$ cat src/sv/ese_pkg.sv
// Shared types and constants of the encoder speed estimator.
`timescale 1ns / 1ps

package ese_pkg;

   // Fixed field widths
   localparam int TOTAL_W   = 32;
   localparam int DELTA_W   = 17;
   localparam int SPEED_W   = 24;
   localparam int RELOAD_W  = 17;
   localparam int THRESH_W  = 16;
   localparam int SCALE_W   = 24;
   localparam int FRAC_BITS = 16;

   // Configuration port
   localparam int CSR_DATA_W  = 24;
   localparam int CSR_INDEX_W = 2;

   typedef logic [CSR_INDEX_W-1:0] csr_index_type;

   localparam csr_index_type CSR_RELOAD    = 2'd0;
   localparam csr_index_type CSR_THRESHOLD = 2'd1;
   localparam csr_index_type CSR_SCALE     = 2'd2;

   // Register values after reset
   localparam logic [RELOAD_W-1:0] RELOAD_RESET    = 17'd20000;
   localparam logic [THRESH_W-1:0] THRESHOLD_RESET = 16'd19000;
   localparam logic [SCALE_W-1:0]  SCALE_RESET     = 24'd65536;

   // Saturation limits
   localparam logic signed [DELTA_W-1:0] DELTA_MAX = 17'sh0FFFF;
   localparam logic signed [DELTA_W-1:0] DELTA_MIN = 17'sh10000;
   localparam logic signed [SPEED_W-1:0] SPEED_MAX = 24'sh7FFFFF;
   localparam logic signed [SPEED_W-1:0] SPEED_MIN = 24'sh800000;

endpackage

$ cat src/sv/encoder_speed_estimator.sv
// Encoder count extension, moving-average delta filter and speed scaling.
`timescale 1ns / 1ps

// Takes one encoder sample per beat (counter reading and direction) and
// returns one result per beat: the wrap-extended 32-bit count, the direction
// and a speed equal to the rounded average of the last WINDOW_LEN count
// deltas times speed_scale (Q16), saturated to 24 bits. A new sample can be
// taken every clock cycle while a stalled result does not hold up the input
// and no product rebuild is pending; each pipeline stage moves on
// independently, so a stalled result only holds up the stages behind it once
// they are full. The count extension uses a kept product of base offset and
// reload value that is stepped by one reload per wrap; after a write to
// reload_value the input is stalled while that product is rebuilt on the single 32x17 multiplier.
module encoder_speed_estimator #(
   parameter int WINDOW_LEN   = 8,
   parameter int COUNTER_BITS = 16
) (
   input  logic                                   clock,
   input  logic                                   reset,
   // sample channel
   input  logic                                   req_valid,
   output logic                                   req_stall,
   input  logic [COUNTER_BITS-1:0]                req_counter_value,
   input  logic                                   req_count_down,
   // result channel
   output logic                                   rsp_valid,
   input  logic                                   rsp_stall,
   output logic signed [ese_pkg::SPEED_W-1:0]     rsp_filtered_speed,
   output logic                                   rsp_direction,
   output logic signed [ese_pkg::TOTAL_W-1:0]     rsp_extended_count,
   // register writes
   input  logic                                   csr_valid,
   output logic                                   csr_ready,
   input  ese_pkg::csr_index_type                 csr_index,
   input  logic [ese_pkg::CSR_DATA_W-1:0]         csr_data
);

   import ese_pkg::*;

   // Derived sizes
   localparam int LOG2_W   = $clog2(WINDOW_LEN);
   localparam int SUM_W    = DELTA_W + LOG2_W;
   localparam int PROD_W   = SUM_W + SCALE_W + 1;
   localparam int HALF     = WINDOW_LEN * (2 ** (FRAC_BITS - 1));
   localparam int MCAP     = WINDOW_LEN * ((2 ** (SPEED_W - 1)) + 1);
   localparam int M_W      = $clog2(MCAP + 1);
   localparam int Q_W      = SPEED_W;
   localparam bit IS_POW2  = (WINDOW_LEN & (WINDOW_LEN - 1)) == 0;

   // Configuration registers
   logic [RELOAD_W-1:0] reload_ff;
   logic [THRESH_W-1:0] threshold_ff;
   logic [SCALE_W-1:0]  scale_ff;
   logic                rebuild_ff;

   // Count and window state
   logic [TOTAL_W-1:0]        last_total_ff;
   logic [TOTAL_W-1:0]        base_offset_ff;
   logic [TOTAL_W-1:0]        offset_prod_ff;
   logic signed [DELTA_W-1:0] window_ff [WINDOW_LEN];
   logic signed [SUM_W-1:0]   sum_ff;

   // Pipeline stages
   logic                      s1_valid_ff;
   logic [COUNTER_BITS-1:0]   s1_counter_ff;
   logic                      s1_down_ff;

   logic                      s2_valid_ff;
   logic signed [SUM_W-1:0]   s2_sum_ff;
   logic [TOTAL_W-1:0]        s2_total_ff;
   logic                      s2_down_ff;

   logic                      s3_valid_ff;
   logic signed [PROD_W-1:0]  s3_prod_ff;
   logic [TOTAL_W-1:0]        s3_total_ff;
   logic                      s3_down_ff;

   logic                      s4_valid_ff;
   logic [M_W-1:0]            s4_mag_ff;
   logic                      s4_neg_ff;
   logic [TOTAL_W-1:0]        s4_total_ff;
   logic                      s4_down_ff;

   logic                      s5_valid_ff;
   logic [Q_W-1:0]            s5_quot_ff;
   logic                      s5_neg_ff;
   logic [TOTAL_W-1:0]        s5_total_ff;
   logic                      s5_down_ff;

   logic                      out_valid_ff;
   logic signed [SPEED_W-1:0] out_speed_ff;
   logic                      out_down_ff;
   logic [TOTAL_W-1:0]        out_total_ff;

   // Stage can take new contents
   logic free1, free2, free3, free4, free5, free6;
   logic take_in;

   assign free6 = !out_valid_ff || !rsp_stall;
   assign free5 = !s5_valid_ff || free6;
   assign free4 = !s4_valid_ff || free5;
   assign free3 = !s3_valid_ff || free4;
   assign free2 = !s2_valid_ff || free3;
   assign free1 = !s1_valid_ff || free2;

   assign req_stall = !free1 || rebuild_ff;
   assign take_in   = req_valid && !req_stall;
   assign csr_ready = 1'b1;

   // Configuration writes; a new reload value asks for a product rebuild
   always_ff @(posedge clock) begin
      if (reset) begin
         reload_ff    <= RELOAD_RESET;
         threshold_ff <= THRESHOLD_RESET;
         scale_ff     <= SCALE_RESET;
         rebuild_ff   <= 1'b0;
      end else begin
         rebuild_ff <= 1'b0;
         if (csr_valid && csr_ready) begin
            case (csr_index)
               CSR_RELOAD: begin
                  reload_ff  <= csr_data[RELOAD_W-1:0];
                  rebuild_ff <= 1'b1;
               end
               CSR_THRESHOLD: threshold_ff <= csr_data[THRESH_W-1:0];
               CSR_SCALE:     scale_ff     <= csr_data[SCALE_W-1:0];
               default: ;
            endcase
         end
      end
   end

   // Input register
   always_ff @(posedge clock) begin
      if (reset) begin
         s1_valid_ff <= 1'b0;
      end else if (free1) begin
         s1_valid_ff <= take_in;
      end
   end

   always_ff @(posedge clock) begin
      if (take_in) begin
         s1_counter_ff <= req_counter_value;
         s1_down_ff    <= req_count_down;
      end
   end

   // Count extension, wrap detection and delta
   logic [TOTAL_W-1:0]        reload_ext, thresh_ext;
   logic [TOTAL_W-1:0]        total0, back_jump, fwd_jump;
   logic [TOTAL_W-1:0]        total_in, jump;
   logic                      wrap_up, wrap_down;
   logic signed [DELTA_W-1:0] delta;
   logic signed [SUM_W-1:0]   sum_in;
   logic                      step;

   always_comb begin
      reload_ext = TOTAL_W'(reload_ff);
      thresh_ext = TOTAL_W'(threshold_ff);
      total0     = TOTAL_W'(s1_counter_ff) + offset_prod_ff;
      back_jump  = last_total_ff - total0;
      fwd_jump   = total0 - last_total_ff;
      wrap_up    = $signed(back_jump) > $signed(thresh_ext);
      wrap_down  = !wrap_up && ($signed(fwd_jump) > $signed(thresh_ext));

      if (wrap_up) begin
         total_in = total0 + reload_ext;
         jump     = fwd_jump + reload_ext;
      end else if (wrap_down) begin
         total_in = total0 - reload_ext;
         jump     = fwd_jump - reload_ext;
      end else begin
         total_in = total0;
         jump     = fwd_jump;
      end

      // saturate to the delta range
      if (jump[TOTAL_W-1:DELTA_W-1] == '0 || jump[TOTAL_W-1:DELTA_W-1] == '1) begin
         delta = $signed(jump[DELTA_W-1:0]);
      end else if (jump[TOTAL_W-1]) begin
         delta = DELTA_MIN;
      end else begin
         delta = DELTA_MAX;
      end

      sum_in = sum_ff - SUM_W'(window_ff[WINDOW_LEN-1]) + SUM_W'(delta);
      step   = s1_valid_ff && free2;
   end

   // State update as a sample leaves the input register, or product rebuild after a reload write
   always_ff @(posedge clock) begin
      if (reset) begin
         last_total_ff  <= '0;
         base_offset_ff <= '0;
         offset_prod_ff <= '0;
         sum_ff         <= '0;
         for (int i = 0; i < WINDOW_LEN; i++) begin
            window_ff[i] <= '0;
         end
      end else if (rebuild_ff) begin
         offset_prod_ff <= TOTAL_W'(base_offset_ff * reload_ext);
      end else if (step) begin
         last_total_ff <= total_in;
         sum_ff        <= sum_in;
         if (wrap_up) begin
            base_offset_ff <= base_offset_ff + TOTAL_W'(1);
            offset_prod_ff <= offset_prod_ff + reload_ext;
         end else if (wrap_down) begin
            base_offset_ff <= base_offset_ff - TOTAL_W'(1);
            offset_prod_ff <= offset_prod_ff - reload_ext;
         end
         // oldest delta sits at the tail of the shift line
         window_ff[0] <= delta;
         for (int i = 1; i < WINDOW_LEN; i++) begin
            window_ff[i] <= window_ff[i-1];
         end
      end
   end

   // Stage 2: window sum and total
   always_ff @(posedge clock) begin
      if (reset) begin
         s2_valid_ff <= 1'b0;
      end else if (free2) begin
         s2_valid_ff <= s1_valid_ff;
      end
   end

   always_ff @(posedge clock) begin
      if (step) begin
         s2_sum_ff   <= sum_in;
         s2_total_ff <= total_in;
         s2_down_ff  <= s1_down_ff;
      end
   end

   // Stage 3: scale multiply
   always_ff @(posedge clock) begin
      if (reset) begin
         s3_valid_ff <= 1'b0;
      end else if (free3) begin
         s3_valid_ff <= s2_valid_ff;
      end
   end

   always_ff @(posedge clock) begin
      if (s2_valid_ff && free3) begin
         s3_prod_ff  <= PROD_W'(s2_sum_ff) * $signed(PROD_W'(scale_ff));
         s3_total_ff <= s2_total_ff;
         s3_down_ff  <= s2_down_ff;
      end
   end

   // Stage 4: magnitude, rounding offset, drop fraction bits, clamp
   logic [PROD_W-1:0] prod_mag;
   logic [PROD_W:0]   rounded;
   logic [M_W-1:0]    mag_in;

   always_comb begin
      prod_mag = s3_prod_ff[PROD_W-1] ? PROD_W'(-s3_prod_ff) : PROD_W'(s3_prod_ff);
      rounded  = ((PROD_W + 1)'(prod_mag) + (PROD_W + 1)'(HALF)) >> FRAC_BITS;
      if (rounded > (PROD_W + 1)'(MCAP)) begin
         mag_in = M_W'(MCAP);
      end else begin
         mag_in = rounded[M_W-1:0];
      end
   end

   always_ff @(posedge clock) begin
      if (reset) begin
         s4_valid_ff <= 1'b0;
      end else if (free4) begin
         s4_valid_ff <= s3_valid_ff;
      end
   end

   always_ff @(posedge clock) begin
      if (s3_valid_ff && free4) begin
         s4_mag_ff   <= mag_in;
         s4_neg_ff   <= s3_prod_ff[PROD_W-1];
         s4_total_ff <= s3_total_ff;
         s4_down_ff  <= s3_down_ff;
      end
   end

   always_ff @(posedge clock) begin
      if (reset) begin
         s5_valid_ff <= 1'b0;
      end else if (free5) begin
         s5_valid_ff <= s4_valid_ff;
      end
   end

   always_ff @(posedge clock) begin
      if (s4_valid_ff && free5) begin
         s5_neg_ff   <= s4_neg_ff;
         s5_total_ff <= s4_total_ff;
         s5_down_ff  <= s4_down_ff;
      end
   end

   // Stages 5 and 6: divide by the window length
   logic quot_fix;

   generate
      if (IS_POW2) begin : g_div_shift
         // plain shift, no correction needed
         always_ff @(posedge clock) begin
            if (s4_valid_ff && free5) begin
               s5_quot_ff <= Q_W'(s4_mag_ff >> LOG2_W);
            end
         end
         assign quot_fix = 1'b0;
      end else begin : g_div_recip
         // reciprocal estimate is exact or one short
         localparam logic [TOTAL_W-1:0] RECIP = TOTAL_W'((64'd1 << TOTAL_W) / WINDOW_LEN);
         logic [M_W+TOTAL_W-1:0] recip_prod;
         logic [M_W-1:0]         s5_mag_ff;
         logic [M_W-1:0]         remain;

         assign recip_prod = (M_W + TOTAL_W)'(s4_mag_ff) * (M_W + TOTAL_W)'(RECIP);

         always_ff @(posedge clock) begin
            if (s4_valid_ff && free5) begin
               s5_quot_ff <= Q_W'(recip_prod >> TOTAL_W);
               s5_mag_ff  <= s4_mag_ff;
            end
         end

         assign remain   = s5_mag_ff - M_W'(s5_quot_ff) * M_W'(WINDOW_LEN);
         assign quot_fix = remain >= M_W'(WINDOW_LEN);
      end
   endgenerate

   // Sign and saturation to 24 bits
   logic [Q_W-1:0]            quot;
   logic signed [SPEED_W-1:0] speed_in;

   always_comb begin
      quot = s5_quot_ff + Q_W'(quot_fix);
      if (s5_neg_ff) begin
         speed_in = quot[Q_W-1] ? SPEED_MIN : -$signed(quot);
      end else begin
         speed_in = quot[Q_W-1] ? SPEED_MAX : $signed(quot);
      end
   end

   // Result register
   always_ff @(posedge clock) begin
      if (reset) begin
         out_valid_ff <= 1'b0;
      end else if (free6) begin
         out_valid_ff <= s5_valid_ff;
      end
   end

   always_ff @(posedge clock) begin
      if (s5_valid_ff && free6) begin
         out_speed_ff <= speed_in;
         out_down_ff  <= s5_down_ff;
         out_total_ff <= s5_total_ff;
      end
   end

   assign rsp_valid          = out_valid_ff;
   assign rsp_filtered_speed = out_speed_ff;
   assign rsp_direction      = out_down_ff;
   assign rsp_extended_count = $signed(out_total_ff);

endmodule

$ cat config.mk
export PLATFORM = sky130hd
export DESIGN_NAME = encoder_speed_estimator
export DESIGN_NICKNAME = d
export VERILOG_FILES = /design/src/sv/ese_pkg.sv /design/src/sv/encoder_speed_estimator.sv
export SDC_FILE = /design/constraint.sdc
export NUM_CORES = 2
export LEC_CHECK = 0
export BUFFER_PORTS_ARGS = -buffer_cell sky130_fd_sc_hd__buf_2
export CORE_UTILIZATION = 65
export DETAILED_ROUTE_END_ITERATION = 10
export PLACE_DENSITY = 0.82
export SLEW_MARGIN = 20
export SYNTH_ARGS = -nofsm -noshare
export SYNTH_HDL_FRONTEND = slang
export SYNTH_SLANG_ARGS = --single-unit
$ cat constraint.sdc
create_clock -name clock -period 13.75 [get_ports clock]
set_input_delay 2.75 -clock clock [delete_from_list [all_inputs] [get_ports clock]]
set_output_delay 2.75 -clock clock [all_outputs]
set_load 0.1 [all_outputs]
======== Yosys cells after proc, flatten, opt, wreduce, memory -nomap -nowiden ========
Memories as Yosys holds them, arrays and structs flattened.
Cells that the tools add are included.
cells by class
  add/sub/neg operators ................... 16
  multipliers ............................. 2
  $lt $le $gt $ge ......................... 3
  equality and inequality tests ........... 3
  muxes and demuxes ....................... 31
  bitwise gates (word level) .............. 10
  reduce and logical (&&, ||, !) cells .... 37
operators with widths
  cell                                                             number
  2-to-1 mux 32 bit                                                10
  2-to-1 mux 17 bit                                                10
  adder 32 x 17 -> 32 bit                                          3
  subtractor 32 x 17 -> 32 bit                                     3
  greater-than comparator 32 x 17 -> 1 bit                         2
  subtractor 32 bit                                                2
  2-to-1 mux 24 bit                                                2
  adder 45 x 19 -> 46 bit, second input constant                   1
  multiplier 20 x 25 -> 45 bit                                     1
  2-to-1 mux 45 bit                                                1
  negation 45 bit                                                  1
  adder 16 x 32 -> 32 bit                                          1
  adder 32 x 1 -> 32 bit, second input constant                    1
  multiplier 32 x 17 -> 32 bit                                     1
  subtractor 32 x 1 -> 32 bit, second input constant               1
  greater-than comparator 30 x 27 -> 1 bit, second input constant  1
  negation 24 bit                                                  1
  2-to-1 mux 23 bit                                                1
  adder 20 x 17 -> 20 bit                                          1
  subtractor 20 x 17 -> 20 bit                                     1
  equality test 16 bit, second input constant                      1
  logical NOT 16 bit                                               1
  logical NOT 1 bit                                                10
  AND reduction 2 bit                                              5
  12 further kinds                                                 40
word-level totals
  bits in registers ....................... 504
  bits in writable memories ............... 136
  word-level logic and storage cells ...... 136
  memories kept ........................... 1
memories
  memory     depth  bits a word  rd ports  clocked after Yosys merged registers in  write ports  RTL line                       RTL
  window_ff  8      17           8         0                                        8            encoder_speed_estimator.sv:60  logic signed [DELTA_W-1:0] window_ff [WINDOW_LEN];

======== Logic depth before layout (Yosys ltp) ========
  depth after elaboration ................. 12
  gate-level depth with buffers ........... 58
  mapped depth without buffers ............ 57

======== Worst setup path after synthesis ========
No wires, ideal clock.
  path type ............................... register -> register
  start point ............................. register offset_prod_ff[0]
  end point ............................... register offset_prod_ff[30]
  setup time .............................. 0.128 ns
  arrival ................................. 11.428 ns
  data required time ...................... 13.622 ns
  slack ................................... 2.194 ns
  cell stages (with the launch flop) ...... 52
  path buffers ............................ 5
  clock period less this slack ............ 11.556 ns
  cells stage by stage .................... dfxtp_1 > ha_1 > inv_1 > fa_1 > nor2b_1 > o31ai_2 > a21oi_1 > nor2_1 > ha_1 > clkbuf_1 > nand2_1 > or3_1 > o21ai_0 > nand3_1 > nand2_1 > xor2_1 > ha_1 > and3_1 > [... 16 more ...] > ha_1 > a21o_1 > a21oi_1 > o21bai_1 > a21oi_1 > nor2b_1 > o21a_1 > o31a_1 > o21a_1 > a21oi_1 > a211oi_1 > o31ai_1 > o21ai_0 > o21ai_0 > a21boi_0 > xor2_1 > a222oi_1 > nor2_1
between the ends
  word-level cells in the longest chain between the ends .. 7
  elaborated cells between the ends (all ways) .. 15
ends and longest elaborated chain
  what                                      RTL line                        RTL
  start: declaration                        encoder_speed_estimator.sv:59   logic [TOTAL_W-1:0] offset_prod_ff;
  start signal: assignment                  encoder_speed_estimator.sv:202  offset_prod_ff <= TOTAL_W'(base_offset_ff * reload_ext);
  start signal: assignment                  encoder_speed_estimator.sv:208  offset_prod_ff <= offset_prod_ff + reload_ext;
  start signal: assignment                  encoder_speed_estimator.sv:211  offset_prod_ff <= offset_prod_ff - reload_ext;
  adder 16 x 32 -> 32 bit                   encoder_speed_estimator.sv:161  total0 = TOTAL_W'(s1_counter_ff) + offset_prod_ff;
  subtractor 32 bit                         encoder_speed_estimator.sv:162  back_jump = last_total_ff - total0;
  greater-than comparator 32 x 17 -> 1 bit  encoder_speed_estimator.sv:164  wrap_up = $signed(back_jump) > $signed(thresh_ext);
  logical NOT 1 bit                         encoder_speed_estimator.sv:165  wrap_down = !wrap_up && ($signed(fwd_jump) > $signed(thresh_ext));
  logical AND 1 bit                         encoder_speed_estimator.sv:165
  nonzero test 3 bit (no source line)       n/a
  AND reduction 2 bit (no source line)      n/a
Parallel ways exist; a longest one is shown, timed or not. The select of a mux whose other input is x is not followed.
A chain may end at the register's enable or synchronous reset.

======== Final worst setup path ========
  start point ............................. register s1_counter_ff[0]
  end point ............................... register sum_ff[18]
between the ends
  word-level cells in the longest chain between the ends .. 11
  elaborated cells between the ends (all ways) .. 17
ends and longest elaborated chain
  what                                                               RTL line                        RTL
  start: declaration                                                 encoder_speed_estimator.sv:65   logic [COUNTER_BITS-1:0] s1_counter_ff;
  start signal: assignment                                           encoder_speed_estimator.sv:144  s1_counter_ff <= req_counter_value;
  adder 16 x 32 -> 32 bit (*)                                        encoder_speed_estimator.sv:161
  subtractor 32 bit                                                  encoder_speed_estimator.sv:162
  greater-than comparator 32 x 17 -> 1 bit                           encoder_speed_estimator.sv:164
  logical NOT 1 bit                                                  encoder_speed_estimator.sv:165
  logical AND 1 bit                                                  encoder_speed_estimator.sv:165
  2-to-1 mux 32 bit                                                  encoder_speed_estimator.sv:170  end else if (wrap_down) begin
  2-to-1 mux 32 bit (*)                                              encoder_speed_estimator.sv:167  if (wrap_up) begin
  equality test 16 bit / logical NOT 16 bit (equally long branches)  encoder_speed_estimator.sv:179  if (jump[TOTAL_W-1:DELTA_W-1] == '0 || jump[TOTAL_W-1:DELTA_W-1] == '1) begin
  logical OR 1 bit                                                   encoder_speed_estimator.sv:179
  2-to-1 mux 17 bit (*)                                              encoder_speed_estimator.sv:179
  net delta[3]                                                       encoder_speed_estimator.sv:154  logic signed [DELTA_W-1:0] delta;
  adder 20 x 17 -> 20 bit (*)                                        encoder_speed_estimator.sv:187  sum_in = sum_ff - SUM_W'(window_ff[WINDOW_LEN-1]) + SUM_W'(delta);
  net sum_in[18]                                                     encoder_speed_estimator.sv:155  logic signed [SUM_W-1:0] sum_in;
  end signal: assignment                                             encoder_speed_estimator.sv:205  sum_ff <= sum_in;
  end: declaration                                                   encoder_speed_estimator.sv:61   logic signed [SUM_W-1:0] sum_ff;
Mark *: on every way through the listed nets, which the timed path passes. The rest lies on a longest branch.

==> impl_metrics.csv <==
group,metric,value,unit
detailed_routing,wire_per_inst,22.0,um
worst_setup_path,slowest_stage,"or4_4",
clock_tree,hold_buffers,0,
floorplan,core.rowCount,115,
worst_setup_path,cp_top_family,"compound AO/OA/AOI/OAI gates",
sta,setup_viol,0,
clock_tree,cts_made_buffers,71,
sta,worstMarginPinSlew,1.30,ns
floorplan,pin_count,108,
yosys,async_flop_share,0,%
yosys,synth-compound-area-share,11.3,%
global_route,grt_max_degree,109,
sta,max_freq,77.2,MHz
worst_setup_path,cp_slowest_stage_delay,0.51,ns
yosys,synth_nets,8351,
finish,drive_above_1_share,5.63,%
detailed_routing,viasPerCell,6.19,
clock_tree,worstSkewPairLatency,0.69,ns
worst_setup_path,crit_fanout,29,
finish,nets,8282,
global_route,grt_remaining_overflow,0,
placed_design,pre_cts_ws,0.470,ns
worst_setup_path,cp_data_required_time,14.31,ns
yosys,synthSimpleGateAreaFrac,16.7,%
yosys,syn_area,0.0652,mm^2
sta,maxSlewHeadroom,13.0,%
sta,final.setup_skew,0.0559,ns
yosys,ys_warn_count,0,
worst_setup_path,cpMostUsedCell,"a21oi_1",
yosys,syn_inst,7058,
flow_run,maxCapViolations,0,
worst_setup_path,worstPathArrival,13.52,ns
finish,n_fill_cell,7456,
placed_design,dp_hpwl,136,mm
floorplan,die_h,319,um
floorplan,coreArea,0.0989,mm^2
sta,setup_slack,0.790,ns
detailed_routing,drt_first_pass_iters,7,
worst_setup_path,critPathLaunchType,"flip-flop",
yosys,synth-xor-area-share,4.51,%
detailed_routing,drc_errors,0,
yosys,ys_ff_latch,637,
global_route,grt_pass1_wl,291,mm
worst_setup_path,path_class,"flip-flop to flip-flop",
yosys,synth_cell_type_count,99,
worst_setup_path,cp-end-kind,"flip-flop",
finish,seqCellArea,0.0173,mm^2
placed_design,dpl_cell_area,0.0669,mm^2
global_route,first_global_vias,53104,
sta,tns,0,ns
yosys,synth_ff_type,"edfxtp_1",
global_route,antenna_found_initial,6,
placed_design,numPortBuffers,106,
clock_tree,clk_pin_slew,0.06,ns
floorplan,dieArea,0.102,mm^2
outcome,status,"finished clean",
clock_tree,cts_root_buffer,"clkbuf_16",
detailed_routing,initialDrtViolationCount,5194,
global_route,gr-usage-all-layers,36.8,%
yosys,muxShareOfSynthArea,0.637,%
clock_tree,ctsHtreeMaxLevel,3,
placed_design,place_congestion,0.978,
clock_tree,clockBufferDepth,3,
sta,report.final.hold_viol_count,0,
detailed_routing,vias,51623,
finish,stdcell_area,0.0694,mm^2
clock_tree,cts_tree,"yes",
yosys,synth_adder_area_share,32.4,%
clock_tree,clock_sinks,637,
detailed_routing,antenna_left,0,
yosys,syn_area_per_cell,9.24,um^2
sta,drv_slew,0,
worst_setup_path,path_buf_inv,5,
finish,multi_input_area,0.0429,mm^2
yosys,seq_area_frac_synth,26.6,%
detailed_routing,wl,183,mm
floorplan,start_util,65.9,%
floorplan,chipWidth,319,um
yosys,synth_top_family_by_area,"adder cells",
yosys,synth-edff-count,457,
hold_path,hold_class,"flip-flop to flip-flop",
sta,timing.final.crit_share,94.3,%
sta,fin_crit,12.96,ns
finish,area_delta_synth_final,6.40,%
## state kept, by name (all words and copies together), names as in the netlist, 16 cells and up
name and cells:
s3_prod_ff 45, s1_counter_ff 16, s4_total_ff 32, window_ff 136, s5_quot_ff 24, s5_total_ff 32
sum_ff 20, threshold_ff 16, base_offset_ff 32, offset_prod_ff 32, last_total_ff 32, rsp_extended_count 32
s2_total_ff 32, rsp_filtered_speed 24, scale_ff 24, s3_total_ff 32, s4_mag_ff 24, reload_ff 17
s2_sum_ff 20
## area by class of cell
cell class | count | area share (%)
clock inverters | 45 | 0.801
inverters | 998 | 5.40
repair buffers | 218 | 2.00
diodes | 2 | 0.00722
well taps | 1287 | 2.32
flip-flops and latches | 637 | 25.0
clock buffers | 85 | 2.68
multi-input cells | 5063 | 61.8
## cell families after synthesis
kind of cell	after synthesis
and+or+nand+nor	2299
muxes	41
adders and majority gates	1246
AOI/OAI and AO/OA	1140
buffers and inverters	1358
other	1
xor gates and xnor gates	336
DFF	637
## synth_stat cells, types with 63 or more instances
| cell | number | area share [%] |
|---|---|---|
| nand2_1 | 1033 | 5.9 |
| inv_1 | 996 | 5.7 |
| fa_1 | 740 | 23 |
| ha_1 | 505 | 9.7 |
| edfxtp_1 | 457 | 21 |
| a21oi_1 | 374 | 2.9 |
| clkbuf_1 | 336 | 1.9 |
| nor2_1 | 321 | 1.8 |
| and2_1 | 284 | 2.7 |
| xnor2_1 | 233 | 3.1 |
| o21ai_0 | 189 | 1.5 |
| dfxtp_1 | 180 | 5.5 |
| and3_1 | 135 | 1.3 |
| nor3_1 | 112 | 0.86 |
| xor2_1 | 103 | 1.4 |
| nand3_1 | 96 | 0.74 |
| a21o_1 | 88 | 1.0 |
| nor2b_1 | 84 | 0.81 |
| nand2b_1 | 63 | 0.60 |
## metal layers
| metal | vias up | track usage (%) | routed length [um] |
|---|---|---|---|
| met1 | 25208 | 47.3 | 69600 |
| met3 | 586 | 7.60 | 19600 |
| li1 | 23050 | - | - |
| met2 | 2777 | 59.2 | 83800 |
| met5 | - | 0 | 13 |
| met4 | 2 | 18.8 | 10500 |
## metrics by stage
step                      util, %  hold slack (ns)  std cells
after floorplan                 -            0.400       7058
after global placement       67.6            0.401       8201
after detailed placement     67.6            0.405       8201
after CTS                    70.1            0.416       8331
after global routing         70.2            0.421       8333
final                        70.2            0.416       8335
## layout by cell type (no fill, tap or decap), drive strengths merged, types with 10 or more instances in the layout
cell type     n
a22o         19
o31ai        38
clkinv       36
o21bai       61
a211o        10
nand3        96
nand2      1033
nor2        322
nand4        37
or3          38
dfxtp       180
nand2b       63
a31oi        36
o21ai       192
a311oi       13
nor3        113
and3        135
a21oi       376
a211oi       51
o211ai       40
buf         218
nor4         28
edfxtp      457
a21o         88
mux2i        37
a2111oi      11
and2        284
a21boi       11
nor2b        84
clkbuf       85
o22ai        27
a221o        11
xor2        103
fa          740
inv        1000
or2          19
xnor2       233
ha          505
o21a         41
## what timing repair did
action,in CTS,in global routing
hold endpoints to repair,0,0
gates resized for setup,0,9
setup buffers,0,0
endpoints found under the setup margin,0,10
## worst paths after layout
check / startpoint / end / slack (ns) / depth (start not counted)
worst max-delay path: s1_counter_ff[0] / sum_ff[18] / 0.79 / 53
worst min-delay path: s2_total_ff[31] / s3_total_ff[31] / 0.42 / 0
worst max register to register: s1_counter_ff[0] / sum_ff[18] / 0.79 / 53
worst min register to register: s2_total_ff[31] / s3_total_ff[31] / 0.42 / 0
Power is left out: the tool's default activity adds up to more than one toggle a clock period on the data nets, which glitch-free logic cannot reach.
